File: src/rtl/core/tsj_pkg.sv
`timescale 1ns / 1ps

package tsj_pkg;

  localparam int MAX_THREADS = 1024;
  localparam int IDW = $clog2(MAX_THREADS + 1);
  localparam int AW = $clog2(MAX_THREADS);

  typedef logic [IDW-1:0] tid_t;
  typedef logic [AW-1:0] taddr_t;

  localparam logic [2:0] OP_CREATE = 3'd0;
  localparam logic [2:0] OP_EXIT = 3'd1;
  localparam logic [2:0] OP_JOIN = 3'd2;
  localparam logic [2:0] OP_PAUSE = 3'd3;
  localparam logic [2:0] OP_TICK = 3'd4;

  localparam logic [1:0] ST_DONE = 2'd0;
  localparam logic [1:0] ST_REJECTED = 2'd1;
  localparam logic [1:0] ST_HALTED = 2'd2;

  typedef enum logic [2:0] {
    PH_UNUSED,
    PH_RUNNABLE,
    PH_RUNNING,
    PH_BLOCKED,
    PH_EXITED
  } phase_t;

  typedef struct packed {
    phase_t phase;
    logic queued;
    logic [31:0] exit_val;
    tid_t wfirst;
    tid_t wlast;
    tid_t wnext;
    logic rpend;
    logic [31:0] rval;
  } thread_rec_t;

  typedef struct packed {
    logic we;
    taddr_t addr;
    thread_rec_t data;
  } tab_wr_t;

  typedef struct packed {
    logic push;
    tid_t push_id;
    logic pop;
  } ring_req_t;

  typedef struct packed {
    logic [1:0] status;
    logic [31:0] ret;
    tid_t running;
    logic switched;
    logic rvld;
    logic [31:0] rcode;
  } result_t;

endpackage

File: src/rtl/core/tsj_ctrl.sv
`timescale 1ns / 1ps

module tsj_ctrl (
  input  logic                 clk,
  input  logic                 rst,
  input  logic                 cmd_take,
  input  logic [2:0]           op_in,
  input  tsj_pkg::tid_t        tgt_in,
  input  logic [31:0]          code_in,
  output logic                 ready,
  output logic                 fin,
  input  logic                 res_take,
  output tsj_pkg::result_t     res,
  output tsj_pkg::tab_wr_t     tab_wr,
  output tsj_pkg::taddr_t      tab_raddr,
  input  tsj_pkg::thread_rec_t tab_rdata,
  output tsj_pkg::ring_req_t   ring_req,
  input  tsj_pkg::tid_t        ring_pop_id,
  input  tsj_pkg::tid_t        ring_fill
);
  import tsj_pkg::*;

  typedef enum logic [4:0] {
    S_INIT, S_IDLE, S_DECODE, S_EX_RD, S_EX_WALK, S_EX_WK, S_EX_JA, S_EX_JAW,
    S_POP0, S_POP1, S_POP2, S_RV_WR, S_JB_RD, S_JT_RD, S_JC_RD, S_LK_IS,
    S_LK_RD, S_LK_LW, S_PS_RD, S_FIN
  } state_t;

  state_t state;
  tid_t created;
  tid_t cur;
  tid_t ja;
  tid_t alive;
  logic halted;
  logic [2:0] op;
  tid_t tgt;
  logic [31:0] code;
  tid_t self;
  tid_t w;
  tid_t guard;
  tid_t nid;
  tid_t lid;
  logic [1:0] st;
  logic [31:0] rv;
  logic sw;
  logic rvld;
  logic [31:0] rcode;

  tid_t new_id;
  logic ring_room;
  logic wake_push;
  thread_rec_t wake_rec;
  thread_rec_t rec;

  function automatic taddr_t to_addr(input tid_t id);
    tid_t t;
    t = id - tid_t'(1);
    return t[AW-1:0];
  endfunction

  function automatic logic id_ok(input tid_t id, input tid_t top);
    return (id != '0) && (id <= top);
  endfunction

  assign rec = tab_rdata;
  assign new_id = created + tid_t'(1);
  assign ring_room = ring_fill < tid_t'(MAX_THREADS);
  assign wake_push = !rec.queued && ring_room;
  assign ready = (state == S_IDLE);
  assign fin = (state == S_FIN);

  assign res.status = st;
  assign res.ret = rv;
  assign res.running = cur;
  assign res.switched = sw;
  assign res.rvld = rvld;
  assign res.rcode = rcode;

  always_comb begin
    wake_rec = rec;
    wake_rec.phase = PH_RUNNABLE;
    wake_rec.rpend = 1'b1;
    wake_rec.rval = (state == S_EX_WK) ? code : '0;
    wake_rec.queued = rec.queued | wake_push;
  end

  always_comb begin
    tab_wr = '0;
    tab_raddr = to_addr(self);
    ring_req = '0;
    unique case (state)
      S_INIT: begin
        tab_wr.we = 1'b1;
        tab_wr.addr = '0;
        tab_wr.data.phase = PH_RUNNING;
      end
      S_DECODE: begin
        if (!halted && op == OP_CREATE && created < tid_t'(MAX_THREADS)) begin
          tab_wr.we = 1'b1;
          tab_wr.addr = to_addr(new_id);
          tab_wr.data.phase = PH_RUNNABLE;
          tab_wr.data.queued = ring_room;
          ring_req.push = ring_room;
          ring_req.push_id = new_id;
        end
        if (op == OP_JOIN && tgt != '0) begin
          tab_raddr = to_addr(tgt);
        end
      end
      S_EX_RD: begin
        tab_wr.we = 1'b1;
        tab_wr.addr = to_addr(self);
        tab_wr.data = rec;
        tab_wr.data.exit_val = code;
        tab_wr.data.phase = PH_EXITED;
        tab_wr.data.wfirst = '0;
      end
      S_EX_WALK: tab_raddr = to_addr(w);
      S_EX_WK: begin
        if (rec.phase == PH_BLOCKED) begin
          tab_wr.we = 1'b1;
          tab_wr.addr = to_addr(w);
          tab_wr.data = wake_rec;
          ring_req.push = wake_push;
          ring_req.push_id = w;
        end
      end
      S_EX_JA: tab_raddr = to_addr(ja);
      S_EX_JAW: begin
        if (rec.phase == PH_BLOCKED) begin
          tab_wr.we = 1'b1;
          tab_wr.addr = to_addr(ja);
          tab_wr.data = wake_rec;
          ring_req.push = wake_push;
          ring_req.push_id = ja;
        end
      end
      S_POP0: ring_req.pop = (ring_fill != '0);
      S_POP1: tab_raddr = to_addr(ring_pop_id);
      S_POP2: begin
        tab_wr.we = 1'b1;
        tab_wr.addr = to_addr(nid);
        tab_wr.data = rec;
        tab_wr.data.queued = 1'b0;
        if (rec.phase == PH_RUNNABLE) begin
          tab_wr.data.phase = PH_RUNNING;
          tab_wr.data.rpend = 1'b0;
        end
      end
      S_RV_WR: begin
        tab_wr.we = 1'b1;
        tab_wr.addr = to_addr(self);
        tab_wr.data = rec;
        tab_wr.data.phase = PH_RUNNING;
      end
      S_JB_RD: begin
        tab_wr.we = 1'b1;
        tab_wr.addr = to_addr(self);
        tab_wr.data = rec;
        tab_wr.data.phase = PH_BLOCKED;
      end
      S_JT_RD: tab_raddr = to_addr(self);
      S_JC_RD: begin
        tab_wr.we = 1'b1;
        tab_wr.addr = to_addr(self);
        tab_wr.data = rec;
        tab_wr.data.phase = PH_BLOCKED;
        tab_wr.data.wnext = '0;
      end
      S_LK_IS: tab_raddr = to_addr(tgt);
      S_LK_RD: begin
        tab_wr.we = 1'b1;
        tab_wr.addr = to_addr(tgt);
        tab_wr.data = rec;
        if (rec.wfirst == '0) begin
          tab_wr.data.wfirst = self;
        end
        tab_wr.data.wlast = self;
        tab_raddr = to_addr(rec.wlast);
      end
      S_LK_LW: begin
        tab_wr.we = 1'b1;
        tab_wr.addr = to_addr(lid);
        tab_wr.data = rec;
        tab_wr.data.wnext = self;
      end
      S_PS_RD: begin
        tab_wr.we = 1'b1;
        tab_wr.addr = to_addr(self);
        tab_wr.data = rec;
        tab_wr.data.phase = PH_RUNNABLE;
        tab_wr.data.queued = rec.queued | wake_push;
        ring_req.push = wake_push;
        ring_req.push_id = self;
      end
      S_IDLE, S_FIN: begin
        tab_wr = '0;
      end
    endcase
  end

  always_ff @(posedge clk) begin
    if (rst) begin
      state <= S_INIT;
      created <= tid_t'(1);
      cur <= tid_t'(1);
      ja <= '0;
      alive <= tid_t'(1);
      halted <= 1'b0;
    end else begin
      unique case (state)
        S_INIT: state <= S_IDLE;
        S_IDLE: begin
          if (cmd_take) begin
            op <= op_in;
            tgt <= tgt_in;
            code <= code_in;
            self <= cur;
            st <= ST_DONE;
            rv <= '0;
            sw <= 1'b0;
            rvld <= 1'b0;
            rcode <= '0;
            state <= S_DECODE;
          end
        end
        S_DECODE: begin
          if (halted) begin
            st <= ST_HALTED;
            state <= S_FIN;
          end else begin
            unique case (op)
              OP_CREATE: begin
                if (created >= tid_t'(MAX_THREADS)) begin
                  st <= ST_REJECTED;
                end else begin
                  created <= new_id;
                  alive <= alive + tid_t'(1);
                  rv <= 32'(new_id);
                end
                state <= S_FIN;
              end
              OP_EXIT: state <= S_EX_RD;
              OP_JOIN: begin
                if (tgt == self) begin
                  st <= ST_REJECTED;
                  state <= S_FIN;
                end else if (tgt == '0) begin
                  if (ja != '0) begin
                    st <= ST_REJECTED;
                    state <= S_FIN;
                  end else if (alive > tid_t'(1)) begin
                    ja <= self;
                    state <= S_JB_RD;
                  end else begin
                    state <= S_FIN;
                  end
                end else if (!id_ok(tgt, created)) begin
                  st <= ST_REJECTED;
                  state <= S_FIN;
                end else begin
                  state <= S_JT_RD;
                end
              end
              OP_PAUSE, OP_TICK: state <= (ring_fill != '0) ? S_PS_RD : S_FIN;
              default: begin
                st <= ST_REJECTED;
                state <= S_FIN;
              end
            endcase
          end
        end
        S_EX_RD: begin
          w <= rec.wfirst;
          guard <= '0;
          if (alive != '0) begin
            alive <= alive - tid_t'(1);
          end
          state <= S_EX_WALK;
        end
        S_EX_WALK: begin
          if (w != '0 && id_ok(w, created) && guard < tid_t'(MAX_THREADS)) begin
            state <= S_EX_WK;
          end else begin
            state <= S_EX_JA;
          end
        end
        S_EX_WK: begin
          w <= rec.wnext;
          guard <= guard + tid_t'(1);
          state <= S_EX_WALK;
        end
        S_EX_JA: begin
          state <= (id_ok(ja, created) && alive <= tid_t'(1)) ? S_EX_JAW : S_POP0;
        end
        S_EX_JAW: state <= S_POP0;
        S_POP0: begin
          if (ring_fill == '0) begin
            priority case (op)
              OP_EXIT: begin
                halted <= 1'b1;
                st <= ST_HALTED;
                state <= S_FIN;
              end
              OP_JOIN: begin
                st <= ST_REJECTED;
                if (tgt == '0) begin
                  ja <= '0;
                end
                state <= S_RV_WR;
              end
              default: state <= S_RV_WR;
            endcase
          end else begin
            state <= S_POP1;
          end
        end
        S_POP1: begin
          if (id_ok(ring_pop_id, created)) begin
            nid <= ring_pop_id;
            state <= S_POP2;
          end else begin
            state <= S_POP0;
          end
        end
        S_POP2: begin
          if (rec.phase == PH_RUNNABLE) begin
            sw <= (nid != cur);
            cur <= nid;
            if (rec.rpend) begin
              rvld <= 1'b1;
              rcode <= rec.rval;
              if (ja == nid) begin
                ja <= '0;
              end
            end
            state <= (op == OP_JOIN && tgt != '0) ? S_LK_IS : S_FIN;
          end else begin
            state <= S_POP0;
          end
        end
        S_RV_WR: state <= S_FIN;
        S_JB_RD: state <= S_POP0;
        S_JT_RD: begin
          if (rec.phase == PH_EXITED) begin
            rv <= rec.exit_val;
            state <= S_FIN;
          end else begin
            state <= S_JC_RD;
          end
        end
        S_JC_RD: state <= S_POP0;
        S_LK_IS: state <= S_LK_RD;
        S_LK_RD: begin
          if (rec.wfirst != '0 && id_ok(rec.wlast, created)) begin
            lid <= rec.wlast;
            state <= S_LK_LW;
          end else begin
            state <= S_FIN;
          end
        end
        S_LK_LW: state <= S_FIN;
        S_PS_RD: state <= S_POP0;
        S_FIN: begin
          if (res_take) begin
            state <= S_IDLE;
          end
        end
      endcase
    end
  end

endmodule

File: config.mk
export PLATFORM = sky130hd
export DESIGN_NAME = tsj_ctrl
export DESIGN_NICKNAME = d
export VERILOG_FILES = /design/src/rtl/core/tsj_pkg.sv /design/src/rtl/core/tsj_ctrl.sv
export SDC_FILE = /design/constraint.sdc
export NUM_CORES = 1
export LEC_CHECK = 0
export ABC_AREA = 0
export BUFFER_PORTS_ARGS = -buffer_cell sky130_fd_sc_hd__buf_2
export CORE_MARGIN = 8
export CORE_UTILIZATION = 38
export DETAILED_ROUTE_END_ITERATION = 12
export GPL_ROUTABILITY_DRIVEN = 0
export SLEW_MARGIN = 0
export SYNTH_ARGS = -nofsm -noshare
export SYNTH_HDL_FRONTEND = slang
export SYNTH_SLANG_ARGS = --single-unit
File: constraint.sdc
create_clock -name clk -period 7.65 [get_ports clk]
set_input_delay 0 -clock clk [delete_from_list [all_inputs] [get_ports clk]]
set_output_delay 0 -clock clk [all_outputs]
set_load 0.1 [all_outputs]
# --- Word-level counts from Yosys, hierarchy flattened ---
# Cells that the tools add are included.
classes:
  n_mux: 83
  magnitude_cmp: 11
  eq_ne: 52
  reduce_logical: 56
  n_bitwise: 4
  n_addsub: 13
ops:
  columns: ["cell", "count"]
  rows:
  - ["one-hot mux 98 bit (8 select lines)", 1]
  - ["2-to-1 mux 32 bit", 8]
  - ["2-to-1 mux 113 bit", 2]
  - ["2-to-1 mux 11 bit", 17]
  - ["one-hot mux 14 bit (11 select lines)", 1]
  - ["one-hot mux 32 bit (3 select lines)", 1]
  - ["subtractor 10 x 1 -> 10 bit (second input constant)", 9]
  - ["nonzero test 11 bit", 8]
  - ["one-hot mux 5 bit (15 select lines)", 1]
  - ["one-hot mux 11 bit (2 select lines)", 3]
  - ["2-to-1 mux 5 bit", 13]
  - ["one-hot mux 32 bit (2 select lines)", 1]
  - ["one-hot mux 10 bit (6 select lines)", 1]
  - ["less-or-equal comparator 11 bit", 5]
  - ["one-hot mux 12 bit (4 select lines)", 1]
  - ["== test 5 x 4 -> 1 bit (second input constant)", 8]
  - ["2-to-1 mux 12 bit", 3]
  - ["inequality test 2 bit (second input constant)", 17]
  - ["adder 11 x 1 -> 11 bit (second input constant)", 3]
  - ["zero test 11 bit", 3]
  - ["less-than comparator 11 bit (second input constant)", 3]
  - ["one-hot mux 11 bit (3 select lines)", 1]
  - ["== test 11 bit", 2]
  - ["2-to-1 mux 2 bit", 11]
  - ["other kinds (46)", 96]
word_totals:
  wordCells: 238
  in_bits: 174
  out_inout_bits: 217
  regBits: 218

# --- Logic depth before layout (Yosys ltp) ---
# Gate-level depths: netlist of the first run.
depth:
  depth_word: 8
  depth_mapped: 13
  mapped_depth_nobuf: 11

# --- Least setup slack after synthesis of the first run ---
# No wires, ideal clock.
synth_path:
  path_type: "flip-flop to output port"
  start: "register state[1]"
  end: "output port ring_req[12] (netlist bit)"
  arrival_ns: 6.247
  required_ns: 7.650
  path_buffers: 3
  stages_incl_launch_ff: 8
  setup_slack_ns: 1.403
  path_cell_list: "dfxtp_1 -> clkbuf_1 -> clkbuf_1 -> clkbuf_1 -> nand2_1 -> nor2_1 -> o21bai_1 -> a2111oi_0"
synth_lines:
  columns: ["item", "line_no", "source"]
  rows:
  - ["start, declared", "tsj_ctrl.sv:29", "state_t state;"]
  - ["start signal, assigned", "tsj_ctrl.sv:265", "OP_PAUSE, OP_TICK: state <= (ring_fill != '0) ? S_PS_RD : S_FIN;"]
  - ["start signal, assigned", "tsj_ctrl.sv:294", "state <= (id_ok(ja, created) && alive <= tid_t'(1)) ? S_EX_JAW : S_POP0;"]
  - ["end, declared", "tsj_ctrl.sv:17", "output tsj_pkg::ring_req_t ring_req,"]

==> impl_results.md, run 1 <==
- Outcome: completed
- Part of the Yosys area used for sequential elements: 41.9%
- Clock period minus worst slack: 5080 ps
- CTS Buf Count: 26
- CORE AREA: 37600 um^2
- Mapped Cells: 1511
- Fin crit share: 66.4%
- Root Buffer: clkbuf_16
- I/O Buffers: 390
- I/O pin count: 391
- FF/Latch Area: 6050 um^2
- Largest net degree at the start of global routing: 57
- Unique cell type count in the Yosys netlist: 75
- Multi-input gate area: 7880 um^2
- Final setup vio count: 0
- Mux cell area share after synthesis: 2.59%
- Unrepaired setup endpoints after global routing: false
- Hold crit path type: in -> reg
- Synthesized area per cell: 9.56 um^2
- Synth Warn #: 0
- Sequential share of power: 32.0%
- H-tree Lvls: 1
- Commonest non-fill, non-tap cell in the layout: buf_2
- Post-CTS Setup Inserts: 0
- Worst VDD drop: 208 uV
- Share of layout cells above drive strength 1: 24.2%
- Final non-filler cell area: 19300 um^2
- Die Area: 44500 um^2
- Regs by FF count: code x32, rcode x32, rv x32
- Fill cells: 3399
- Top Layer Used: met4
- Post-route DRC: 0
- Worst EP required: 7650 ps
- Syn_nets: 1753
- First-pass GRT wire length: 97100 um
- Sink Count: 218
- Critical Path Fanout Max: 29
- Initial antenna violation count: 1
- Final worst slack: 2570 ps
- Worst Skew: 35.8 ps
- Clock slew seen by the registers of the worst setup and hold paths: 60 ps
- DP HPWL: 49600 um
- Syn Std Cell Area: 14400 um^2
- Pre-antenna DRT Iters: 8
- Nets: 2242
- Final antenna-violating net count: 0
- Worst Setup End Kind: output pin
- Post-synthesis simple-gate area fraction: 18.1%
- Worst-Margin Slew: 1270 ps
- CP startpoint kind: flop
- Number of synthesized flops with an enable pin: 168
- Area growth from synthesis to layout: 33.7%
- Die width: 211 um
- Sum Neg Setup Slack: 0 ps
- Hold WS: 24.3 ps
- Starting density of the core: 38.4%
- Max-cap violations: 0
- Met2 routed WL: 30200 um
- DP Area: 16800 um^2
- Asr flop ratio synth: 0%
- Finished Layout Cells: 2531
- Clk_lat worst skew: 580 ps
- Dominant synthesized flop cell: edfxtp_1
- Pwr/cell area: 234 nW/um^2
- CTS max path bufs: 3
- Vias in the first global route: 15100
- Rel. slew slack: 15.4%
- Post-Synth Adder-Cell Area: 5.89%
- Routed wire length: 66300 um
- DRT met1 WL: 24300 um
- Initial DRC Count: 1742
- Post-Route Utilization: 51.4%
- # rows: 71
- Compound-gate portion of the synthesized area: 19.5%
- Crit Path Category: reg -> out
- Final Hold Vio Count: 0
- Placed cell count: 2329
- Inserted Diodes: 0
- Design Power: 4.51 mW
- #FFs+latches synth: 218
- Vias per Instance: 6.01
- Via count: 15200
- Die Span Y: 211 um
- Slew Viols, Final: 0
- CTS tree: built
- Comb pwr share: 38.1%
- Sw Ratio: 43.8%
- WL/cell: 26.2 um
- Static leakage: 8.09 nW
- Post-Place Setup Slack: 3230 ps
- Largest family of logic cells by synthesized area: compound AO/OA/AOI/OAI gates
- Worst Path Arrival: 5080 ps
- All-Layer GR Usage: 28.4%
- FMAX: 197 MHz
- Net switching power: 1.98 mW
- Pint: 2.53 mW
- Routed met3 length: 6770 um
- Most frequent cells in the layout: buf_2, edfxtp_1, dlygate4sd3_1
- Synth Area in XOR/XNOR: 8.13%
- Total gr overflow: 0
- Clk pwr share: 30.0%
- Post_cts resized: 0
power groups by stage:
stage	clock network (mW)	registers [mW]	logic [mW]
after floorplan	0	1.73	0.992
after global placement	0	1.46	1.63
after detailed placement	0	1.46	1.64
after CTS	1.37	1.44	1.70
after global routing	1.42	1.45	1.77
final	1.35	1.44	1.72
kinds of logic after synthesis:
family / after synthesis
mux: 36
fa+ha+maj: 68
flops: 218
compound gates: 389
simple gates: 521
buf+inv: 145
xor+xnor: 134
cell type report:
type | instances | share of cell area (%)
Clock inverter | 13 | 1.08
Tap cell | 511 | 3.31
Timing Repair Buffer | 568 | 19.0
Multi-Input combinational cell | 1148 | 40.8
Sequential cell | 218 | 31.3
Clock buffer | 35 | 3.70
Inverter | 38 | 0.739
layer usage:
layer	vias up	GRT usage, %
met3	276	6.50
met4	0	17.3
met1	7166	33.4
met2	1087	46.9
met5	-	0
li1	6671	-
synth_stat cells, types with 38 or more instances:
cell type | number | area, um^2
a21oi_1 | 63 | 315
xor2_1 | 65 | 569
o21ai_0 | 62 | 310
edfxtp_1 | 168 | 5040
nor3_1 | 41 | 205
nand2_1 | 129 | 484
nor2_1 | 123 | 462
xnor2_1 | 69 | 604
clkbuf_1 | 88 | 330
ha_1 | 68 | 851
and3_1 | 46 | 288
inv_1 | 38 | 143
a22o_1 | 102 | 893
dfxtp_1 | 50 | 1000
repair_timing:
item / 4_1_cts / 5_1_grt
hold buffers: 154 / 0
setup endpoints to repair: 0 / 0
hold endpoints to repair: 143 / 0
critical path, stage by stage, from the launching register on:
cell and delay (ps):
dfxtp_1 930, nor2b_1 600, nand2_1 780, nor2_4 740, buf_4 510, a222oi_1 210
o211ai_1 200, buf_2 490
final timing paths:
check	startpoint	endpoint	slack, ps	depth (start not counted)
min reg2reg	cur[4]$_SDFFE_PP0P_	self[4]$_DFFE_PP_	500	0
min	rst	cur[7]$_SDFFE_PP0P_	20	3
max	state[0]$_SDFFE_PP0P_	tab_wr[102]	2570	7
max reg2reg	state[0]$_SDFFE_PP0P_	guard[8]$_SDFFCE_PN0P_	3660	3
No activity file was read; power rests on OpenSTA's default activity.
==> run 2, diff against run 1 <==
Clock period 7.65 ns to 4.5 ns, I/O delays scaled along.
==> run 2 against run 1 <==
Net effect: utilization up 0.39 points; via count up 1.2%; combinational power rose by 74%; routed wire length is 2.9% higher; largest power group unchanged; count of clock-buffer cells in the layout decreased by 3; sequential power rose by 69%; total power grew 68%; highest routed layer unchanged; register-to-register slack worse by 2500 ps; cell area rose by 0.75%.
==> impl_results.md, run 2 (synthesized netlist as in run 1, its figures left out) <==
- Outcome: completed
- Worst Skew: 15.5 ps (-20.3 ps)
- Static leakage: 8.15 nW (+0.82%)
- Die Span Y: 211 um (unchanged)
- Area growth from synthesis to layout: 34.7%
- Share of layout cells above drive strength 1: 24.9% (+0.68 points)
- Worst VDD drop: 316 uV (+52%)
- Critical Path Source: state[4]$_SDFFE_PP0P_
- Hold crit path type: in -> reg
- Worst-Margin Slew: 1050 ps (-223 ps)
- Die width: 211 um (unchanged)
- Initial antenna violation count: 2 (+1)
- CP startpoint kind: flop
- Die Area: 44500 um^2 (unchanged)
- Fin crit share: 92.3%
- Final antenna-violating net count: 0 (unchanged)
- Rel. slew slack: 30.3% (+15 points)
- Final Hold Vio Count: 0 (unchanged)
- Largest net degree at the start of global routing: 56 (-1.8%)
- Via count: 15400 (+1.2%)
- Post_cts resized: 0 (unchanged)
- Placed cell count: 2350 (+0.90%)
- Clk_lat worst skew: 560 ps (-20 ps)
- Worst path bufs/invs: 2 (unchanged)
- Pre-antenna DRT Iters: 7 (-1)
- Finished Layout Cells: 2553 (+0.87%)
- Worst path max stage delay: 690 ps (-240 ps)
- Hold_buf cts: 154 (unchanged)
- Routed wire length: 68200 um (+2.9%)
- CTS Buf Count: 26 (unchanged)
- WL/cell: 26.7 um (+2.0%)
- Most frequent cells in the layout: buf_2, edfxtp_1, dlygate4sd3_1
- All-Layer GR Usage: 29.2% (+0.75 points)
- DP HPWL: 50100 um (+1.1%)
- First-pass GRT wire length: 98900 um (+1.9%)
- CTS max path bufs: 3 (unchanged)
- Clock period minus worst slack: 4150 ps
- Vias per Instance: 6.03 (+0.34%)
- I/O Buffers: 390 (unchanged)
- Final setup vio count: 0 (unchanged)
- Post-Route Utilization: 51.8% (+0.39 points)
- CORE AREA: 37600 um^2 (unchanged)
- Critical Path Fanout Max: 17 (-41%)
- Crit Path Category: reg -> out
- Worst EP required: 4500 ps (-3150 ps)
- Post-CTS Setup Inserts: 0 (unchanged)
- Slowest cell on crit path: dfxtp_1
- FMAX: 241 MHz
- Hold Startpoint: rst
- Total gr overflow: 0 (unchanged)
- Delay-heaviest family, CP: compound AO/OA/AOI/OAI gates
- Post-route DRC: 0 (unchanged)
- Unrepaired setup endpoints after global routing: false
- I/O pin count: 391 (unchanged)
- Initial DRC Count: 2124 (+22%)
- Root Buffer: clkbuf_16
- Crit path cell chain: or3b_1 -> or4_1 -> a222oi_1 -> xnor2_1 -> o22ai_1 -> a2111oi_0 -> buf_4 -> o21ai_0 -> buf_2
- Nets: 2263 (+0.94%)
- Starting density of the core: 38.4% (unchanged)
- Worst Setup End Kind: output pin
- Max-cap violations: 0 (unchanged)
- Commonest non-fill, non-tap cell in the layout: buf_2
- Regs by FF count: code x32, rcode x32, rv x32
- Critical R2R Launch: created[8]$_SDFFE_PP0P_
- H-tree Lvls: 1 (unchanged)
- Clock slew seen by the registers of the worst setup and hold paths: 60 ps (about the same)
- # rows: 71 (unchanged)
- Pwr/cell area: 389 nW/um^2 (+66%)
- Vias in the first global route: 15300 (+1.0%)
- CTS tree: built
- Worst Path Arrival: 4150 ps (-930 ps)
- Slew Viols, Final: 0 (unchanged)
- Sink Count: 218 (unchanged)
-- run 2: cell types whose count changed in the layout (fill, tap and decap cells not counted), sizes merged, moves of 2 or more --
cell	delta
buf	+21
clkbuf	-3
bufinv	-2
clkinv	+2
clkinvlp	+2
-- run 2: final timing paths --
kind,end,slack (ps),cells after the start
setup reg to reg,state[1]$_SDFFE_PP0P_,1150,9
hold reg to reg,self[5]$_DFFE_PP_,530,0
setup / recovery,tab_wr[111],350,9
hold / removal,sw$_SDFFCE_PN0P_,50,3
-- run 2: worst min-delay path: cells and delay by family --
family | cells | cell delay, ps
AO/OA/AOI/OAI | 2 | 340
buffers and inverters | 1 | 90
-- run 2: where the power goes --
| group | switching [mW] | internal (mW) |
|---|---|---|
| Sequential | 0.107 | 2.33 |
| Clock | 0.887 | 1.24 |
| Combinational | 2.40 | 0.598 |
| Total | 3.39 | 4.17 |
-- run 2: area by class of cell --
| cell class | instances | area, um^2 |
|---|---|---|
| well taps | 511 | 639 |
| repair buffers | 589 | 3880 |
| inverters | 38 | 143 |
| clock inverters | 16 | 183 |
| multi-input cells | 1148 | 7890 |
| diodes | 1 | 2.50 |
| flip-flops and latches | 218 | 6050 |
| clock buffers | 32 | 673 |
| fillers | 3423 | 18100 |
-- run 2: metrics by stage --
stage	power (mW)	setup slack (ps)	TNS, ps	area [um^2]	hold WS [ps]
6_report	7.56	347	0	19400	50.3
5_1_grt	7.77	12.3	0	19400	60.1
4_1_cts	7.56	430	0	19400	40.7
3_5_place_dp	5.32	1050	0	17000	178
3_3_place_gp	5.31	1130	0	17000	177
2_1_floorplan	4.63	-400	-400	14400	98.9
-- run 2: metal layers --
| layer | vias to the layer above | track usage [%] | routed length (um) |
|---|---|---|---|
| met3 | 247 | 7.67 | 7460 |
| li1 | 6737 | - | - |
| met5 | - | 0 | 0 |
| met4 | 0 | 15.0 | 4150 |
| met2 | 1111 | 47.7 | 31300 |
| met1 | 7290 | 35.1 | 25400 |
